--- config.mk ---
export PLATFORM = sky130hd
export DESIGN_NAME = midi_clock_tempo_estimator_top
export DESIGN_NICKNAME = d
export VERILOG_FILES = /design/src/rtl/mcte_pkg.sv /design/src/rtl/midi_clock_tempo_estimator_top.sv /design/src/rtl/mcte_window.sv /design/src/rtl/mcte_div.sv
export SDC_FILE = /design/constraint.sdc
export NUM_CORES = 1
export LEC_CHECK = 0
export BUFFER_PORTS_ARGS = -buffer_cell sky130_fd_sc_hd__buf_2
export CAP_MARGIN = 20
export CORE_MARGIN = 2
export CORE_UTILIZATION = 40
export CTS_BUF_LIST = sky130_fd_sc_hd__clkbuf_8
export DETAILED_ROUTE_END_ITERATION = 8
export HOLD_SLACK_MARGIN = 0.03
export MAX_ROUTING_LAYER = met4
export PLACE_DENSITY = 0.54
export SYNTH_ARGS = -nofsm -noshare
export SYNTH_HDL_FRONTEND = slang
export SYNTH_SLANG_ARGS = --single-unit
--- constraint.sdc ---
create_clock -name aclk -period 7.62 [get_ports aclk]
set_input_delay 1.524 -clock aclk [delete_from_list [all_inputs] [get_ports aclk]]
set_output_delay 1.524 -clock aclk [all_outputs]
set_load 0.05 [all_outputs]
--- src/rtl/mcte_pkg.sv ---
// ----------------------------------------------------------------------------
// mcte_pkg
// Shared constants and types for the MIDI clock tempo estimator.
// ----------------------------------------------------------------------------
package mcte_pkg;

    localparam int WINDOW_DEPTH_DEF = 12;
    localparam int FRAC_BITS_DEF    = 8;

    localparam int STATUS_W = 8;
    localparam int STAMP_W  = 32;
    localparam int TICK_W   = 32;
    localparam int TEMPO_W  = 20;

    localparam logic [STATUS_W-1:0] STATUS_CLOCK = 8'd248;
    localparam logic [STATUS_W-1:0] STATUS_START = 8'd250;
    localparam logic [STATUS_W-1:0] STATUS_STOP  = 8'd252;

    localparam int SEC_PER_MIN     = 60;
    localparam int MS_PER_SEC      = 1000;
    localparam int PULSES_PER_BEAT = 24;
    localparam int MS_PER_PULSE    = SEC_PER_MIN * MS_PER_SEC / PULSES_PER_BEAT;

    localparam logic [TEMPO_W-1:0] TEMPO_MAX = '1;

    typedef struct packed {
        logic wr_en;
        logic rd_start;
        logic rd_next;
    } win_ctrl_t;

endpackage

--- src/rtl/midi_clock_tempo_estimator_top.sv ---
// Flow: a clock item stores its stamp, then for each interval in the window divides
//   the scaled pulse period by the gap and sums the quotients, then divides the sum
//   by the interval count; start and other items are taken without an output item.
// Throughput: one item at a time, set by the bit-serial divider (one bit per cycle).
// Reset: window pointers, fill, tick counter and handshakes cleared; stamps undefined.
// ----------------------------------------------------------------------------
// midi_clock_tempo_estimator_top
// Tempo from MIDI clock timestamps: averaged per-interval BPM in Q.FRAC_BITS.
// ----------------------------------------------------------------------------
module midi_clock_tempo_estimator_top #(
    parameter int WINDOW_DEPTH = mcte_pkg::WINDOW_DEPTH_DEF,
    parameter int FRAC_BITS    = mcte_pkg::FRAC_BITS_DEF
) (
    input  logic                          aclk,
    input  logic                          aresetn,
    input  logic                          s_valid,
    output logic                          s_ready,
    input  logic [mcte_pkg::STATUS_W-1:0] s_status_byte,
    input  logic [mcte_pkg::STAMP_W-1:0]  s_time_ms,
    output logic                          m_valid,
    input  logic                          m_ready,
    output logic [mcte_pkg::TEMPO_W-1:0]  m_tempo_bpm_q8,
    output logic                          m_tempo_valid,
    output logic [mcte_pkg::TICK_W-1:0]   m_tick_count
);
    import mcte_pkg::*;

    localparam longint unsigned NUMER_VAL = longint'(MS_PER_PULSE) << FRAC_BITS;
    localparam int NUM_W  = $clog2(NUMER_VAL + 1);
    localparam int CNT_W  = $clog2(WINDOW_DEPTH);
    localparam int SUM_W  = NUM_W + CNT_W;
    localparam int FILL_W = $clog2(WINDOW_DEPTH + 1);
    localparam logic [SUM_W-1:0] NUMER = SUM_W'(NUMER_VAL);

    localparam logic [2:0] S_IDLE  = 3'd0;
    localparam logic [2:0] S_SETUP = 3'd1;
    localparam logic [2:0] S_PREV  = 3'd2;
    localparam logic [2:0] S_GAP   = 3'd3;
    localparam logic [2:0] S_DIV   = 3'd4;
    localparam logic [2:0] S_AVG   = 3'd5;
    localparam logic [2:0] S_DONE  = 3'd6;

    logic [2:0]         state_reg, state_next;
    logic [TICK_W-1:0]  ticks_reg, ticks_next;
    logic [STAMP_W-1:0] prev_reg, prev_next;
    logic [SUM_W-1:0]   sum_reg, sum_next;
    logic [CNT_W-1:0]   left_reg, left_next;
    logic [TEMPO_W-1:0] res_tempo_reg, res_tempo_next;
    logic               res_valid_reg, res_valid_next;
    logic               m_valid_reg, m_valid_next;
    logic [TEMPO_W-1:0] m_tempo_reg;
    logic               m_tvalid_reg;
    logic [TICK_W-1:0]  m_tick_reg;

    win_ctrl_t          win_ctrl;
    logic [STAMP_W-1:0] win_rd_data;
    logic [FILL_W-1:0]  win_fill;
    logic [FILL_W-1:0]  fill_m1;
    logic [STAMP_W-1:0] gap;

    logic               div_start;
    logic [SUM_W-1:0]   div_dividend;
    logic [STAMP_W-1:0] div_divisor;
    logic [SUM_W-1:0]   div_quo;
    logic               div_busy;
    logic               div_done;
    logic [63:0]        avg_ext;
    logic               in_fire;
    logic               out_free;

    mcte_window #(
        .WINDOW_DEPTH (WINDOW_DEPTH),
        .FILL_W       (FILL_W)
    ) u_window (
        .aclk    (aclk),
        .aresetn (aresetn),
        .ctrl    (win_ctrl),
        .wr_data (s_time_ms),
        .rd_data (win_rd_data),
        .fill    (win_fill)
    );

    mcte_div #(
        .DVD_W (SUM_W),
        .DVS_W (STAMP_W)
    ) u_div (
        .aclk     (aclk),
        .aresetn  (aresetn),
        .start    (div_start),
        .dividend (div_dividend),
        .divisor  (div_divisor),
        .quotient (div_quo),
        .busy     (div_busy),
        .done     (div_done)
    );

    assign s_ready  = (state_reg == S_IDLE);
    assign in_fire  = s_valid && s_ready;
    assign out_free = !m_valid_reg || m_ready;
    assign fill_m1  = win_fill - FILL_W'(1);
    assign gap      = win_rd_data - prev_reg;
    assign avg_ext  = 64'(div_quo);

    always_comb begin
        state_next     = state_reg;
        ticks_next     = ticks_reg;
        prev_next      = prev_reg;
        sum_next       = sum_reg;
        left_next      = left_reg;
        res_tempo_next = res_tempo_reg;
        res_valid_next = res_valid_reg;
        m_valid_next   = m_valid_reg && !m_ready;
        win_ctrl       = '0;
        div_start      = 1'b0;
        div_dividend   = NUMER;
        div_divisor    = gap;

        case (state_reg)
            S_IDLE: begin
                if (in_fire) begin
                    case (s_status_byte)
                        STATUS_CLOCK: begin
                            ticks_next     = ticks_reg + TICK_W'(1);
                            win_ctrl.wr_en = 1'b1;
                            state_next     = S_SETUP;
                        end
                        STATUS_START: begin
                            ticks_next = '0;
                        end
                        STATUS_STOP: begin
                            ticks_next = ticks_reg;
                        end
                        default: begin
                            ticks_next = ticks_reg;
                        end
                    endcase
                end
            end
            S_SETUP: begin
                res_tempo_next = '0;
                res_valid_next = 1'b0;
                sum_next       = '0;
                left_next      = fill_m1[CNT_W-1:0];
                if (win_fill < FILL_W'(2)) begin
                    state_next = S_DONE;
                end else begin
                    win_ctrl.rd_start = 1'b1;
                    state_next        = S_PREV;
                end
            end
            S_PREV: begin
                prev_next        = win_rd_data;
                win_ctrl.rd_next = 1'b1;
                state_next       = S_GAP;
            end
            S_GAP: begin
                prev_next = win_rd_data;
                if (gap == '0) begin
                    state_next = S_DONE;
                end else begin
                    div_start  = 1'b1;
                    state_next = S_DIV;
                end
            end
            S_DIV: begin
                if (div_done) begin
                    sum_next  = sum_reg + div_quo;
                    left_next = left_reg - CNT_W'(1);
                    if (left_reg == CNT_W'(1)) begin
                        div_start    = 1'b1;
                        div_dividend = sum_reg + div_quo;
                        div_divisor  = STAMP_W'(fill_m1);
                        state_next   = S_AVG;
                    end else begin
                        win_ctrl.rd_next = 1'b1;
                        state_next       = S_GAP;
                    end
                end
            end
            S_AVG: begin
                if (div_done) begin
                    res_valid_next = 1'b1;
                    if (avg_ext > 64'(TEMPO_MAX)) begin
                        res_tempo_next = TEMPO_MAX;
                    end else begin
                        res_tempo_next = avg_ext[TEMPO_W-1:0];
                    end
                    state_next = S_DONE;
                end
            end
            S_DONE: begin
                if (out_free) begin
                    m_valid_next = 1'b1;
                    state_next   = S_IDLE;
                end
            end
            default: begin
                state_next = S_IDLE;
            end
        endcase
    end

    always_ff @(posedge aclk) begin
        if (!aresetn) begin
            state_reg   <= S_IDLE;
            ticks_reg   <= '0;
            m_valid_reg <= 1'b0;
        end else begin
            state_reg   <= state_next;
            ticks_reg   <= ticks_next;
            m_valid_reg <= m_valid_next;
        end
    end

    always_ff @(posedge aclk) begin
        prev_reg      <= prev_next;
        sum_reg       <= sum_next;
        left_reg      <= left_next;
        res_tempo_reg <= res_tempo_next;
        res_valid_reg <= res_valid_next;
        if (state_reg == S_DONE && out_free) begin
            m_tempo_reg  <= res_tempo_reg;
            m_tvalid_reg <= res_valid_reg;
            m_tick_reg   <= ticks_reg;
        end
    end

    assign m_valid        = m_valid_reg;
    assign m_tempo_bpm_q8 = m_tempo_reg;
    assign m_tempo_valid  = m_tvalid_reg;
    assign m_tick_count   = m_tick_reg;

    a_invalid_zero: assert property (@(posedge aclk) disable iff (!aresetn)
        m_valid && !m_tempo_valid |-> m_tempo_bpm_q8 == '0)
        else $error("invalid tempo item carries nonzero tempo");

    a_div_owner: assert property (@(posedge aclk) disable iff (!aresetn)
        div_busy |-> (state_reg == S_DIV || state_reg == S_AVG))
        else $error("divider running outside a divide state");

    a_tick_inc: assert property (@(posedge aclk) disable iff (!aresetn)
        in_fire && s_status_byte == STATUS_CLOCK |=> ticks_reg == $past(ticks_reg) + TICK_W'(1))
        else $error("tick counter did not advance on clock item");

    a_fill_bound: assert property (@(posedge aclk) disable iff (!aresetn)
        win_fill <= FILL_W'(WINDOW_DEPTH))
        else $error("window fill beyond depth");

endmodule

--- src/rtl/mcte_window.sv ---
// ----------------------------------------------------------------------------
// mcte_window
// Circular stamp window: write at head, read oldest to newest one per cycle in which rd_start or rd_next is set.
// ----------------------------------------------------------------------------
module mcte_window #(
    parameter int WINDOW_DEPTH = mcte_pkg::WINDOW_DEPTH_DEF,
    parameter int FILL_W       = $clog2(WINDOW_DEPTH + 1)
) (
    input  logic                          aclk,
    input  logic                          aresetn,
    input  mcte_pkg::win_ctrl_t           ctrl,
    input  logic [mcte_pkg::STAMP_W-1:0]  wr_data,
    output logic [mcte_pkg::STAMP_W-1:0]  rd_data,
    output logic [FILL_W-1:0]             fill
);
    import mcte_pkg::*;

    localparam int IDX_W = $clog2(WINDOW_DEPTH);
    localparam int PTR_W = IDX_W + 1;
    localparam logic [IDX_W-1:0] LAST_IDX = IDX_W'(WINDOW_DEPTH - 1);

    logic [STAMP_W-1:0] mem [WINDOW_DEPTH];
    logic [STAMP_W-1:0] rd_data_reg;
    logic [IDX_W-1:0]   head_reg, head_next;
    logic [FILL_W-1:0]  fill_reg, fill_next;
    logic [IDX_W-1:0]   rd_ptr_reg, rd_ptr_next;
    logic [IDX_W-1:0]   rd_addr;
    logic [PTR_W-1:0]   head_ext, fill_ext, oldest_ext;
    logic [IDX_W-1:0]   oldest;

    function automatic logic [IDX_W-1:0] wrap_inc(input logic [IDX_W-1:0] p);
        if (p == LAST_IDX) begin
            return '0;
        end
        return p + IDX_W'(1);
    endfunction

    assign head_ext = PTR_W'(head_reg);
    assign fill_ext = PTR_W'(fill_reg);

    always_comb begin
        if (head_ext >= fill_ext) begin
            oldest_ext = head_ext - fill_ext;
        end else begin
            oldest_ext = head_ext + PTR_W'(WINDOW_DEPTH) - fill_ext;
        end
    end
    assign oldest = oldest_ext[IDX_W-1:0];

    always_comb begin
        head_next   = head_reg;
        fill_next   = fill_reg;
        rd_ptr_next = rd_ptr_reg;
        rd_addr     = rd_ptr_reg;
        if (ctrl.wr_en) begin
            head_next = wrap_inc(head_reg);
            if (fill_reg < FILL_W'(WINDOW_DEPTH)) begin
                fill_next = fill_reg + FILL_W'(1);
            end
        end
        if (ctrl.rd_start) begin
            rd_addr     = oldest;
            rd_ptr_next = wrap_inc(oldest);
        end else if (ctrl.rd_next) begin
            rd_ptr_next = wrap_inc(rd_ptr_reg);
        end
    end

    always_ff @(posedge aclk) begin
        if (!aresetn) begin
            head_reg   <= '0;
            fill_reg   <= '0;
            rd_ptr_reg <= '0;
        end else begin
            head_reg   <= head_next;
            fill_reg   <= fill_next;
            rd_ptr_reg <= rd_ptr_next;
        end
    end

    always_ff @(posedge aclk) begin
        if (ctrl.wr_en) begin
            mem[head_reg] <= wr_data;
        end
        if (ctrl.rd_start || ctrl.rd_next) begin
            rd_data_reg <= mem[rd_addr];
        end
    end

    assign rd_data = rd_data_reg;
    assign fill    = fill_reg;

endmodule

--- src/rtl/mcte_div.sv ---
// ----------------------------------------------------------------------------
// mcte_div
// Bit-serial restoring divider, one quotient bit per cycle while busy.
// ----------------------------------------------------------------------------
module mcte_div #(
    parameter int DVD_W = 25,
    parameter int DVS_W = mcte_pkg::STAMP_W
) (
    input  logic             aclk,
    input  logic             aresetn,
    input  logic             start,
    input  logic [DVD_W-1:0] dividend,
    input  logic [DVS_W-1:0] divisor,
    output logic [DVD_W-1:0] quotient,
    output logic             busy,
    output logic             done
);
    import mcte_pkg::*;

    localparam int CNT_W = $clog2(DVD_W + 1);

    logic [DVD_W-1:0] dq_reg, dq_next;
    logic [DVS_W-1:0] rem_reg, rem_next;
    logic [DVS_W-1:0] dvs_reg;
    logic [CNT_W-1:0] cnt_reg, cnt_next;
    logic             busy_reg, busy_next;
    logic             done_reg, done_next;
    logic [DVS_W:0]   trial;
    logic [DVS_W:0]   diff;
    logic             ge;

    assign trial = {rem_reg, dq_reg[DVD_W-1]};
    assign ge    = trial >= {1'b0, dvs_reg};
    assign diff  = trial - {1'b0, dvs_reg};

    always_comb begin
        dq_next   = dq_reg;
        rem_next  = rem_reg;
        cnt_next  = cnt_reg;
        busy_next = busy_reg;
        done_next = 1'b0;
        if (start) begin
            dq_next   = dividend;
            rem_next  = '0;
            cnt_next  = CNT_W'(DVD_W);
            busy_next = 1'b1;
        end else if (busy_reg) begin
            rem_next = ge ? diff[DVS_W-1:0] : trial[DVS_W-1:0];
            dq_next  = {dq_reg[DVD_W-2:0], ge};
            cnt_next = cnt_reg - CNT_W'(1);
            if (cnt_reg == CNT_W'(1)) begin
                busy_next = 1'b0;
                done_next = 1'b1;
            end
        end
    end

    always_ff @(posedge aclk) begin
        if (!aresetn) begin
            busy_reg <= 1'b0;
            done_reg <= 1'b0;
            cnt_reg  <= '0;
        end else begin
            busy_reg <= busy_next;
            done_reg <= done_next;
            cnt_reg  <= cnt_next;
        end
    end

    always_ff @(posedge aclk) begin
        dq_reg  <= dq_next;
        rem_reg <= rem_next;
        if (start) begin
            dvs_reg <= divisor;
        end
    end

    assign quotient = dq_reg;
    assign busy     = busy_reg;
    assign done     = done_reg;

endmodule
==> results.json, run 1 <==
{
  "pwr-share-seq_pct": 47.9,
  "power_density_nw_per_um2": 264,
  "crit_path_start_kind": "register",
  "cts_setup_buffers": 0,
  "synth.most_common_cell": "edfxtp_1",
  "crit_top_cell": "buf_4",
  "postCtsHoldBufs": 0,
  "criticalPathCategory": "register to register",
  "start_util_pct": 40.5,
  "place_area_um2": 33200,
  "synth-edff-count": 606,
  "finalNetCount": 2555,
  "drv_cap": 0,
  "cts_inserted_buffers": 115,
  "grt_pass1_vias": 19100,
  "drt-pass1-iter-count": 5,
  "grt_overflow": 0,
  "netlist.top_cell.by_area": "edfxtp_1",
  "grt_pass1_wl_um": 107000,
  "rsz0062_at_grt": "no",
  "yosysSeqAreaShare_pct": 63.6,
  "placedCellCount": 3322,
  "totalWireLength_um": 67800,
  "syn_to_final_growth_pct": 12.9,
  "root_buffer": "clkbuf_8",
  "ys_types": 83,
  "die_x_um": 284,
  "cp_num_cells": 15,
  "cts_tree": "yes",
  "die_y_um": 284,
  "largest-register": "u_window.mem",
  "fin_crit_sh_pct": 63.4,
  "largest_reg_flops": 384,
  "drive_gt1_share_pct": 17.3,
  "synth_nets": 2392,
  "critPathRequiredTime_ps": 8070,
  "worst_slew_pin_slew_ps": 1040,
  "path_max_fanout": 73,
  "reg2reg_depth": 15,
  "final_area_um2": 35400,
  "portBuffers": 98,
  "p_leak_nw": 13.0,
  "yosys_warnings": 0,
  "fin_ws_ps": 2790,
  "status": "completed",
  "dpl.hpwl_um": 41600,
  "fin_worst_skew_ps": 53.8,
  "hold_depth": 0,
  "synthTopCellsByCount": "edfxtp_1 (606), nor2_1 (218), nand2_1 (120)",
  "ys_async_sr_fraction_pct": 0,
  "post-place-ws_ps": 2610,
  "gp_congestion": 0.834,
  "die-area_um2": 80600,
  "clock_power_share_pct": 33.1,
  "final-hold-violation-count": 0,
  "setup_tns_ps": 0,
  "synth_seq_cells": 693,
  "intPower_mw": 6.65,
  "netlist_area_um2": 31300,
  "io_pins": 99,
  "clock-sinks": 693,
  "synthFlopType": "edfxtp_1",
  "stdcell_count": 3539,
  "maxSlewHeadroom_pct": 30.7,
  "syn_inst": 2237,
  "cts_buffer_depth": 3,
  "antenna_found_initial": 8,
  "clk_pin_slew_worst_paths_ps": 60,
  "slew_viol_final": 0,
  "htree_levels": 3,
  "crit_family": "compound AO/OA/AOI/OAI gates",
  "synth_top_area_share_pct": 58.1,
  "worstPathArrival_ps": 5280,
  "drtIter0Drc": 1143,
  "holdCritPathClass": "register to register",
  "grt_use_total_pct": 17.4,
  "rows": 102,
  "max_freq_mhz": 207,
  "coreArea_um2": 77500,
  "viasPerCell": 5.21,
  "crit_path_max_incr_delay_ps": 450,
  "wl_per_cell_um": 19.2,
  "clock_latency_ps": 760,
  "endpoint_kind": "register",
  "worst-path-buf-inv": 3,
  "p_sw_share_pct": 28.7,
  "ctsResizeCount": 0,
  "post-route-min-period_ps": 4830,
  "drc_errors": 0,
  "detail-route-antenna-nets": 0,
  "setup_viol": 0,
  "syn_area_per_cell_um2": 14.0,
  "p_sw_mw": 2.68,
  "vias": 18400,
  "synth_area_leaders": "edfxtp_1 (58%), mux4_2 (6.9%), dfxtp_1 (5.6%), ha_1 (4.2%), nor2_1 (2.6%)",
  "cp_cell_sequence": "ha_1 > nand2_1 > nor4_1 > o31ai_2 > a211oi_1 > o211ai_1 > mux2i_1 > a2111o_1 > nor4_2 > nand4_1 > a31oi_2 > buf_4 > inv_2 > buf_4 > a2bb2oi_1",
  "cpMaxStageDelayCell": "a2111o_1",
  "ir_drop_mv": 0.149,
  "pwr-share-comb_pct": 19.1,
  "grt_max_degree": 97
}
final timing paths:
check / startpoint / end / slack (ps)
setup reg to reg: u_window.rd_data[7] / u_div.quotient[16] / 2790
hold / removal: res_tempo_reg[16] / m_tempo_bpm_q8[16] / 410
hold reg to reg: res_tempo_reg[16] / m_tempo_bpm_q8[16] / 410
setup / recovery: u_window.rd_data[7] / u_div.quotient[16] / 2790
cells by family after synthesis:
group | after synthesis | synth area share, %
and+or+nand+nor | 571 | 8.62
adders and majority gates | 111 | 4.58
muxes | 161 | 8.99
xor gates and xnor gates | 99 | 2.77
AOI/OAI and AO/OA | 418 | 9.14
buffers and inverters | 184 | 2.29
DFF | 693 | 63.6
placed cells by master, fill, tap and decap left out, types with 13 or more instances in the layout:
| cell | n |
|---|---|
| edfxtp_1 | 606 |
| ha_1 | 105 |
| inv_1 | 146 |
| a22o_1 | 17 |
| or3_1 | 14 |
| dfxtp_1 | 86 |
| o21a_1 | 17 |
| a21oi_1 | 94 |
| a211oi_1 | 15 |
| nor3_1 | 23 |
| o211ai_1 | 18 |
| a211oi_2 | 22 |
| nand2_1 | 120 |
| nand4_1 | 19 |
| clkbuf_8 | 122 |
| mux4_2 | 96 |
| xnor2_1 | 46 |
| a21o_1 | 44 |
| clkinv_1 | 27 |
| xor2_1 | 53 |
| buf_4 | 27 |
| and2_1 | 21 |
| o21ai_0 | 91 |
| mux2i_1 | 60 |
| and3_1 | 17 |
| a31oi_1 | 13 |
| nor2_1 | 215 |
| nand2b_1 | 24 |
| nor2b_1 | 23 |
| buf_2 | 98 |
| nand3_1 | 39 |
final cells by class:
cell class / instances / area (um^2)
Tap cell: 1040 / 1300
Clock buffer: 122 / 1680
Fill cell: 6926 / 42100
Clock inverter: 88 / 492
Timing Repair Buffer: 129 / 776
Inverter: 101 / 379
Antenna cell: 6 / 15.0
Sequential cell: 693 / 19900
Multi-Input combinational cell: 1360 / 10800
per-layer routing:
layer | wire length [um] | up-vias | track usage, %
met3 | 3260 | 66 | 3.27
li1 | - | 8862 | -
met4 | 972 | 0 | 4.74
met5 | 0 | - | -
met2 | 33200 | 338 | 28.7
met1 | 30400 | 9181 | 21.9
power groups by stage:
| stage | Sequential [mW] | Clock, mW | Combinational [mW] |
|---|---|---|---|
| 2_1_floorplan | 4.51 | 0 | 1.36 |
| 3_3_place_gp | 4.54 | 0 | 1.77 |
| 3_5_place_dp | 4.54 | 0 | 1.78 |
| 4_1_cts | 4.47 | 3.20 | 1.79 |
| 5_1_grt | 4.49 | 3.36 | 1.99 |
| 6_report | 4.47 | 3.08 | 1.78 |
per-stage QoR:
step | power [mW] | hold slack (ps) | utilization, %
after detailed placement | 6.33 | 405 | 42.8
final | 9.33 | 415 | 45.7
after CTS | 9.46 | 418 | 45.6
after global placement | 6.31 | 402 | 42.8
after global routing | 9.84 | 416 | 45.7
after floorplan | 5.87 | 400 | -
worst register-to-register path, cell delays in order (launching register included):
cell and delay, ps:
edfxtp_1 410, ha_1 410, nand2_1 150, nor4_1 420, o31ai_2 190, a211oi_1 430
o211ai_1 170, mux2i_1 160, a2111o_1 450, nor4_2 350, nand4_1 190, a31oi_2 210
buf_4 300, inv_2 50, buf_4 390, a2bb2oi_1 280
Power figures use the tool's default switching activity.
==> run 2, diff against run 1 <==
==> constraint.sdc (replaced) <==
create_clock -name aclk -period 4.92 [get_ports aclk]
set_input_delay 0.984 -clock aclk [delete_from_list [all_inputs] [get_ports aclk]]
set_output_delay 0.984 -clock aclk [all_outputs]
set_load 0.05 [all_outputs]
==> results.json, run 2 (synthesized netlist as in run 1, its figures left out) <==
{
  "grt_overflow": 0,
  "wl_per_cell_um": 19.2,
  "drive_gt1_share_pct": 18.6,
  "crit_path_max_incr_delay_ps": 440,
  "ctsResizeCount": 0,
  "worstPathArrival_ps": 4910,
  "detail-route-antenna-nets": 0,
  "htree_levels": 3,
  "clock_power_share_pct": 34.9,
  "layout_commonest_cell": "edfxtp_1",
  "fin_crit_sh_pct": 89.7,
  "worst_slew_pin_slew_ps": 991,
  "maxSlewHeadroom_pct": 33.6,
  "slew_viol_final": 0,
  "drtIter0Drc": 1187,
  "endpoint_kind": "register",
  "cts_inserted_buffers": 115,
  "finalNetCount": 2569,
  "die_y_um": 284,
  "status": "completed",
  "setup_tns_ps": 0,
  "root_buffer": "clkbuf_8",
  "totalWireLength_um": 68200,
  "largest_reg_flops": 384,
  "p_leak_nw": 13.1,
  "cts_setup_buffers": 0,
  "pwr-share-seq_pct": 46.3,
  "crit_path_start_kind": "register",
  "critPathRequiredTime_ps": 5420,
  "power_density_nw_per_um2": 416,
  "clock_latency_ps": 750,
  "worst-path-buf-inv": 1,
  "rsz0062_at_grt": "no",
  "p_sw_share_pct": 28.2,
  "intPower_mw": 10.7,
  "max_freq_mhz": 227,
  "antenna_found_initial": 7,
  "grt_pass1_vias": 19100,
  "largest-register": "u_window.mem",
  "cts_buffer_depth": 3,
  "crit_family": "compound AO/OA/AOI/OAI gates",
  "p_sw_mw": 4.21,
  "portBuffers": 98,
  "gp_congestion": 0.840,
  "grt_pass1_wl_um": 108000,
  "post-route-min-period_ps": 4410,
  "clock-sinks": 693,
  "cpMaxStageDelayCell": "a211oi_1",
  "io_pins": 99,
  "die_x_um": 284,
  "cp_cell_sequence": "ha_1 > nand2_1 > nor4_1 > o31ai_2 > a211oi_1 > o211ai_1 > mux2i_1 > a2111o_1 > nor4_2 > nand4_1 > a31oi_2 > nand2b_1 > buf_12",
  "ir_drop_mv": 0.208,
  "pwr-share-comb_pct": 18.8,
  "dpl.hpwl_um": 43400,
  "clk_pin_slew_worst_paths_ps": 60,
  "criticalPathCategory": "register to register",
  "start_util_pct": 40.5,
  "mostFrequentLayoutCells": "edfxtp_1 (606), nor2_1 (215), inv_1 (128)",
  "coreArea_um2": 77500,
  "power_mw": 14.9,
  "vias": 18500,
  "syn_to_final_growth_pct": 14.4,
  "grt_use_total_pct": 17.5,
  "setup_viol": 0,
  "cts_tree": "yes",
  "drv_cap": 0,
  "viasPerCell": 5.20,
  "path_max_fanout": 18,
  "postCtsHoldBufs": 0,
  "drt-pass1-iter-count": 5,
  "grt_max_degree": 97,
  "drc_errors": 0,
  "fin_worst_skew_ps": 43.3,
  "holdCritPathClass": "register to register",
  "die-area_um2": 80600,
  "final-hold-violation-count": 0,
  "rows": 102
}
-- run 2: changes by cell type in the layout (fill, tap and decap cells not counted), moves of 2 or more --
cell	before	now
inv_1	146	128
clkinv_2	6	18
buf_12	2	11
buf_4	27	33
bufinv_16	2	8
clkinv_1	27	32
clkbuf_8	122	126
inv_16	5	2
nor3_2	6	4
nor3_4	0	2
-- run 2: final timing paths --
kind                        endpoint                 from  slack [ps]  cells after the start
hold reg to reg   m_tempo_bpm_q8[13]    res_tempo_reg[13]         420                      0
setup reg to reg   u_div.quotient[0]  u_window.rd_data[7]         510                     13
setup / recovery   u_div.quotient[0]  u_window.rd_data[7]         510                     13
hold / removal    m_tempo_bpm_q8[13]    res_tempo_reg[13]         420                      0
-- run 2: per-layer routing --
layer  wire length (um)  share of wire (%)  GRT usage (%)
met1              30700                 45           22.4
met2              32900                 48           28.3
met3               2860                4.2           3.08
met4               1760                2.6           5.46
met5                  0                  0              -
-- run 2: area by class of cell --
cell class	count	area [um^2]
Fill cell	6850	41600
Clock buffer	126	1730
Inverter	101	379
Multi-Input combinational cell	1360	10800
Antenna cell	6	15.0
Clock inverter	92	658
Timing Repair Buffer	143	986
Tap cell	1040	1300
Sequential cell	693	19900
-- run 2: worst reg2reg max path, stage by stage (launching register included) --
cell and delay [ps]:
edfxtp_1 400, ha_1 410, nand2_1 150, nor4_1 420, o31ai_2 190, a211oi_1 440
o211ai_1 160, mux2i_1 150, a2111o_1 440, nor4_2 390, nand4_1 200, a31oi_2 310
nand2b_1 280, buf_12 250
-- run 2: metrics by stage --
step	instances	worst slack, ps	utilization (%)	area, um^2	hold slack, ps
after floorplan	2237	381	-	31400	400
after global placement	3336	569	43.1	33400	402
after detailed placement	3336	498	43.1	33400	405
after CTS	3554	486	46.2	35800	420
after global routing	3561	208	46.3	35800	425
final	3561	507	46.3	35800	420
-- run 2: power groups by stage --
stage                     logic, mW  clock network, mW  registers, mW
after floorplan                2.10                  0           6.98
after global placement         2.79                  0           7.02
after detailed placement       2.81                  0           7.03
after CTS                      2.82               5.37           6.90
after global routing           3.13               5.62           6.93
final                          2.81               5.20           6.90
